**config.mk**
```make
export PLATFORM = sky130hd
export DESIGN_NAME = rmst_ctrl
export DESIGN_NICKNAME = d
export VERILOG_FILES = /design/src/rmst_pkg.sv /design/src/rmst_ctrl.sv
export SDC_FILE = /design/constraint.sdc
export NUM_CORES = 1
export LEC_CHECK = 0
export BUFFER_PORTS_ARGS = -buffer_cell sky130_fd_sc_hd__clkbuf_2
export CORE_MARGIN = 5
export CORE_UTILIZATION = 44
export CTS_CLUSTER_DIAMETER = 50
export CTS_CLUSTER_SIZE = 28
export DETAILED_ROUTE_END_ITERATION = 7
export PLACE_DENSITY = 0.7
export SETUP_SLACK_MARGIN = 0.5
export SYNTH_ARGS = -nofsm -noshare
export SYNTH_HDL_FRONTEND = slang
export SYNTH_SLANG_ARGS = --single-unit
export TNS_END_PERCENT = 1
```
**constraint.sdc**
```tcl
create_clock -name clk -period 2.7 [get_ports clk]
set_clock_uncertainty 0.05 [all_clocks]
set_input_delay 0.135 -clock clk [delete_from_list [all_inputs] [get_ports clk]]
set_output_delay 0.135 -clock clk [all_outputs]
set_load 0.005 [all_outputs]
```
**src/rmst_pkg.sv**
```systemverilog
package rmst_pkg;

  localparam int LEAF_COUNT_DEF = 1024;
  localparam int IDX_W = 10;
  localparam int VAL_W = 32;
  localparam int CNT_W = 11;
  localparam logic [CNT_W-1:0] CNT_RESET = 11'd1024;
  localparam logic signed [VAL_W-1:0] EMPTY_MIN = 32'sh7FFF_FFFF;

  localparam logic MODE_UPDATE = 1'b0;
  localparam logic MODE_QUERY  = 1'b1;

  typedef struct packed {
    logic                    mode;
    logic [IDX_W-1:0]        first_index;
    logic [IDX_W-1:0]        last_index;
    logic signed [VAL_W-1:0] leaf_value;
  } item_t;

  typedef struct packed {
    logic signed [VAL_W-1:0] minimum;
    logic                    in_range;
  } result_t;

  // datapath commands from the controller
  typedef enum logic [3:0] {
    OP_NONE,
    OP_CLEAR,
    OP_LOAD,
    OP_WR_LEAF,
    OP_RD_SIB,
    OP_WR_PARENT,
    OP_RD_LN,
    OP_RD_RN,
    OP_ACC_LN,
    OP_ACC_RN,
    OP_ACC_FIN,
    OP_CLIMB,
    OP_PUBLISH
  } op_t;

  // datapath status to the controller
  typedef struct packed {
    logic clr_last;
    logic mode;
    logic first_ok;
    logic last_ok;
    logic ln_lt_rn;
    logic ln_eq_rn;
    logic ln_even;
    logic rn_odd;
    logic ln_zero;
    logic rn_zero;
  } status_t;

  function automatic logic signed [VAL_W-1:0] smin(input logic signed [VAL_W-1:0] a,
                                                   input logic signed [VAL_W-1:0] b);
    smin = (a < b) ? a : b;
  endfunction

endpackage

```
**src/rmst_ctrl.sv**
```systemverilog
module rmst_ctrl (
  input  logic              clk,
  input  logic              rst,
  input  rmst_pkg::status_t status,
  output rmst_pkg::op_t     op,
  input  logic              item_valid,
  output logic              item_ready,
  output logic              result_valid,
  input  logic              result_ready
);
  import rmst_pkg::*;

  typedef enum logic [4:0] {
    S_CLEAR,
    S_IDLE,
    S_CHECK,
    S_WR_LEAF,
    S_U_TEST,
    S_U_WR,
    S_Q_TEST,
    S_Q_ACCL,
    S_Q_RTEST,
    S_Q_ACCR,
    S_Q_BRK,
    S_Q_FIN,
    S_Q_ACCF,
    S_OUT
  } state_t;

  state_t state;
  state_t state_next;
  logic   publish;

  assign item_ready = (state == S_IDLE);
  assign publish    = (state == S_OUT) && (!result_valid || result_ready);

  always_comb begin
    state_next = state;
    op         = OP_NONE;
    case (state)
      S_CLEAR: begin
        op = OP_CLEAR;
        if (status.clr_last) state_next = S_IDLE;
      end
      S_IDLE: begin
        if (item_valid) begin
          op         = OP_LOAD;
          state_next = S_CHECK;
        end
      end
      S_CHECK: begin
        if (status.mode == MODE_UPDATE) begin
          state_next = status.first_ok ? S_WR_LEAF : S_IDLE;
        end else begin
          state_next = (status.first_ok && status.last_ok) ? S_Q_TEST : S_OUT;
        end
      end
      S_WR_LEAF: begin
        op         = OP_WR_LEAF;
        state_next = S_U_TEST;
      end
      S_U_TEST: begin
        if (status.ln_zero) begin
          state_next = S_IDLE;
        end else begin
          op         = OP_RD_SIB;
          state_next = S_U_WR;
        end
      end
      S_U_WR: begin
        op         = OP_WR_PARENT;
        state_next = S_U_TEST;
      end
      S_Q_TEST: begin
        if (!status.ln_lt_rn) begin
          state_next = S_Q_FIN;
        end else if (status.ln_even) begin
          op         = OP_RD_LN;
          state_next = S_Q_ACCL;
        end else begin
          state_next = S_Q_RTEST;
        end
      end
      S_Q_ACCL: begin
        op         = OP_ACC_LN;
        state_next = S_Q_RTEST;
      end
      S_Q_RTEST: begin
        if (status.rn_odd) begin
          op         = OP_RD_RN;
          state_next = S_Q_ACCR;
        end else begin
          state_next = S_Q_BRK;
        end
      end
      S_Q_ACCR: begin
        op         = OP_ACC_RN;
        state_next = S_Q_BRK;
      end
      S_Q_BRK: begin
        if (status.ln_zero || status.rn_zero) begin
          state_next = S_Q_FIN;
        end else begin
          op         = OP_CLIMB;
          state_next = S_Q_TEST;
        end
      end
      S_Q_FIN: begin
        if (status.ln_eq_rn) begin
          op         = OP_RD_LN;
          state_next = S_Q_ACCF;
        end else begin
          state_next = S_OUT;
        end
      end
      S_Q_ACCF: begin
        op         = OP_ACC_FIN;
        state_next = S_OUT;
      end
      S_OUT: begin
        if (publish) begin
          op         = OP_PUBLISH;
          state_next = S_IDLE;
        end
      end
      default: state_next = S_IDLE;
    endcase
  end

  always_ff @(posedge clk) begin
    if (rst) begin
      state        <= S_CLEAR;
      result_valid <= 1'b0;
    end else begin
      state <= state_next;
      if (publish) begin
        result_valid <= 1'b1;
      end else if (result_ready) begin
        result_valid <= 1'b0;
      end
    end
  end

endmodule

```
## Word level (Yosys, flattened, before mapping)

Index checks and enable logic that the tools add are counted.

- Output and inout bits: 6
- Bits of input ports: 14
- Bits in registers: 6

- Equal/unequal tests: 16
- Reduce and logical (&&, ||, !) cells: 9
- Multiplexer cells: 24

Operator list:

| cell | number |
|---|---|
| $pmux W5 S13 | 1 |
| $pmux W4 S13 | 1 |
| $eq A5 B4 Y1 const B | 6 |
| $mux W4 | 7 |
| $eq A5 B3 Y1 const B | 4 |
| $mux W3 | 6 |
| $mux W5 | 3 |
| $eq A5 B2 Y1 const B | 2 |
| $mux W2 | 3 |
| $ne A2 B2 Y1 const B | 3 |
| $eq A5 B1 Y1 const B | 1 |
| $logic_not A5 Y1 | 1 |
| $mux W1 | 3 |
| $reduce_and A3 Y1 | 1 |
| $logic_and A1 B1 Y1 | 2 |
| $logic_or A1 B1 Y1 | 2 |
| $reduce_bool A2 Y1 | 1 |
| $reduce_or A2 Y1 | 1 |
| $logic_not A1 Y1 | 1 |

## Logic depth before layout (Yosys ltp)

- Depth in word-level cells: 5
- Depth in mapped cells: 6
- Gate-level depth less buffers: 4

## Least setup slack after synthesis

OpenSTA, ideal clock, no wires.

- Path type: register to output
- From: reg state[3]
- To: out op[0]
- Arrival time: 1.220 ns
- Path buffers: 0
- Required time: 2.515 ns
- Path slack: 1.295 ns
- Stages on the path, launching flop included: 5
- Cells stage by stage: dfxtp_1 -> or3b_4 -> a211oi_1 -> a21oi_1 -> o22ai_1

- Longest elaborated chain between the ends: 2

RTL lines:

| what | RTL line | RTL |
|---|---|---|
| from (decl) | rmst_ctrl.sv:30 | `state_t state;` |
| from (signal assigned) | rmst_ctrl.sv:135 | `state <= state_next;` |
| $eq A5 B4 Y1, or another cell as far along | rmst_ctrl.sv:40 | `case (state)` |
| $pmux W4 S13 (*) | rmst_ctrl.sv:40 |  |
| to (decl) | rmst_ctrl.sv:5 | `output rmst_pkg::op_t op,` |

Every way passes the cells marked *; elsewhere a longest branch is shown, timed or not.

## Final worst setup path

Same ends and word-level chain as after synthesis.

==> flow_summary_export.csv <==
group,metric,value,unit
placement,post-dp-hpwl,1.42,mm
timing,worst_pin_slew,0.408,ns
clocking,post_cts_buffers,0,
detailed_routing,met1Wirelength,847,um
power_and_ir_drop,p_clk_share,30.6,%
finish,final_nets,127,
finish,final_core_util,57.0,%
yosys,synth-async-reset-ratio,0,%
detailed_routing,drt_wl_total,1.89,mm
die,rows,13,
clocking,cts_hold_buf,0,
min_path,hold_class,"input port to register",
yosys,synth_seq_cells,5,
critical_path,slowest_stage,"dfxtp_1",
yosys,synth.area.top_cells,"dfxtp_1 (16%), a31oi_1 (8.0%), nand2b_1 (8.0%)",
clocking,cts_tree,"built",
critical_path,required,2.52,ns
detailed_routing,drc,0,
placement,placedCellCount,123,
grt,grtUsageTotal,19.2,%
status,status,"finished, final reports clean",
yosys,ys_warn_count,0,
timing,hold_viol_final,0,
grt,grt_overflow,0,
detailed_routing,first_pass_iters,4,
yosys,synth-main-ff-cell,"dfxtp_1",
power_and_ir_drop,p_seq_share,30.5,%
clocking,cts_made_buffers,3,
timing,slew_headroom,72.7,%
clocking,clk_pin_slew,0.04,ns
critical_path,worstPathCellList,"or3b_4 -> a211oi_1 -> a21oi_1 -> o22ai_1 -> clkbuf_2",
power_and_ir_drop,p_comb_share,38.9,%
placement,port_buffers,19,
detailed_routing,met2_length,864,um
finish,syn_to_final_growth,20.0,%
die,die-area,2280,um2
detailed_routing,post_drt_via_cell_ratio,6.33,
yosys,yosys.area.top_type,"dfxtp_1",
detailed_routing,antenna_left,0,
die,core-area,1320,um2
timing,drv_slew,0,
detailed_routing,drt-initial-drc-count,54,
power_and_ir_drop,p_leak,0.296,nW
die,die_w,47.7,um
detailed_routing,routed-via-count,804,
power_and_ir_drop,power_density,381,nW/um2
timing,fin_crit_sh,76.4,%
clocking,cts_root_buf,"clkbuf_4",
timing,setup_viol,0,
detailed_routing,drt-wirelength-per-cell,14.9,um
grt,grt_max_degree,23,
die,die_h,47.7,um
placement,gp_congestion,0.856,
die,io_pins,20,
power_and_ir_drop,peakVddDrop,0.000240,V
yosys,synth_edf_count,0,
yosys,synthCells,94,
timing,worst_slack,0.638,ns
yosys,synth_common_cells,"nor2_1 (12), a31oi_1 (8), nand2b_1 (8), o21ai_0 (7), buf_2 (6)",
power_and_ir_drop,switchingPower,0.101,mW
timing,grt_setup_unrepaired,"false",
clocking,clk_latency,0.24,ns
timing,max_freq,485,MHz
timing,tns,0,ns
yosys,netlist_area,626,um2
clocking,cts_resized,0,
grt,antenna_found_initial,0,
critical_path,crit_path_start_kind,"register",
power_and_ir_drop,p_int,0.185,mW
finish,regArea,101,um2
finish,diodes,0,
yosys,yosysMostFrequentCell,"nor2_1",
yosys,syn_area_per_cell,6.66,um2
clocking,htreeDepth,1,
grt,grt_pass1_vias,740,
yosys,synth_nets,108,
critical_path,crit_fanout,13,
detailed_routing,dr_wl_met3,170,um
critical_path,cp.arrival,1.88,ns
timing,holdWs,0.0835,ns
yosys,yosysSeqAreaShare,16.0,%
yosys,yosysUniqueCellTypes,34,
clocking,clockBufferDepth,2,
grt,grt_pass1_wl,3.21,mm
finish,fin_cells,127,
critical_path,critical-path-max-stage-delay,0.56,ns
die,initial_core_util,47.5,%
power_and_ir_drop,sw_frac_of_total,35.4,%
job,max_cap_viol_count,0,
finish,layout-drive-gt1-share,25.0,%
detailed_routing,top_layer,"met4",
clocking,cts_sinks,5,
critical_path,crit_type,"register to primary output",
finish,multi_input_area,475,um2
finish,fill_cells,116,
placement,dp_slack,0.933,ns
critical_path,setup.worst_path.end_class,"primary output",
yosys,yosysTopAreaCellShare,16.0,%
timing,period_needed,2.06,ns
layer usage:
metal / vias up / global-route usage [%]
met1: 361 / 27.1
met2: 43 / 28.2
met3: 2 / 5.64
li1: 398 / -
met5: - / 0
met4: 0 / 5.38
cells by family (layout without fill, tap and decap cells):
logic type | after synthesis | after routing | synth area share, %
compound gates | 37 | 37 | 40.0
buf+inv | 11 | 29 | 8.00
flops | 5 | 5 | 16.0
simple gates | 41 | 41 | 36.0
area by class of cell:
cell class	count	share of cell area, %
Inverter	3	1.50
Clock buffer	4	3.50
Tap cell	15	2.50
Sequential cell	5	13.5
Multi-Input combinational cell	78	63.3
Timing Repair Buffer	22	15.7
sequential cells by signal, summed over array words and instances (netlist names):
register      flops
state             4
result_valid      1
placed cells by master, fill, tap and decap left out, types with 2 or more instances in the layout:
cell | netlist | routed
o21bai_1 | 2 | 2
buf_4 | 0 | 3
o211ai_1 | 2 | 2
o311ai_0 | 2 | 2
clkbuf_4 | 0 | 3
a211oi_1 | 2 | 2
nor3_1 | 5 | 5
o21ai_0 | 7 | 7
nor2_1 | 12 | 12
inv_1 | 2 | 2
a31oi_1 | 8 | 8
or4_1 | 2 | 2
nand2_1 | 4 | 4
dfxtp_1 | 5 | 4
a21oi_1 | 5 | 5
clkbuf_2 | 1 | 19
nand2b_1 | 8 | 8
nor2b_1 | 4 | 4
worst max-delay path, delay by kind of cell, from the launching register on:
family | cells | cell delay (ns)
flops | 1 | 0.56
simple gates | 1 | 0.47
compound gates | 3 | 0.46
buf+inv | 1 | 0.14
stage by stage:
step                      total power, mW  cell area [um2]
final                               0.286              751
after global routing                0.308              751
after CTS                           0.286              749
after detailed placement            0.198              723
after global placement              0.198              723
after floorplan                     0.158              626
worst paths after layout:
check | slack (ns) | depth (start not counted) | startpoint | to
setup / recovery | 0.64 | 5 | state[3]$_SDFFE_PP0P_ | op[0]
hold / removal | 0.08 | 2 | rst | state[3]$_SDFFE_PP0P_
setup reg to reg | 1.03 | 4 | state[3]$_SDFFE_PP0P_ | state[0]$_SDFFE_PP0P_
hold reg to reg | 0.64 | 3 | result_valid$_SDFFE_PP0P_ | result_valid$_SDFFE_PP0P_
power groups by stage:
stage	clock [mW]	sequential [mW]	combinational (mW)
finish	0.0874	0.0874	0.111
global route	0.0962	0.0882	0.123
CTS	0.0891	0.0867	0.110
detailed placement	0	0.0880	0.110
global placement	0	0.0878	0.110
floorplan	0	0.0811	0.0771
Note: power is estimated with default switching activity, not from simulation.
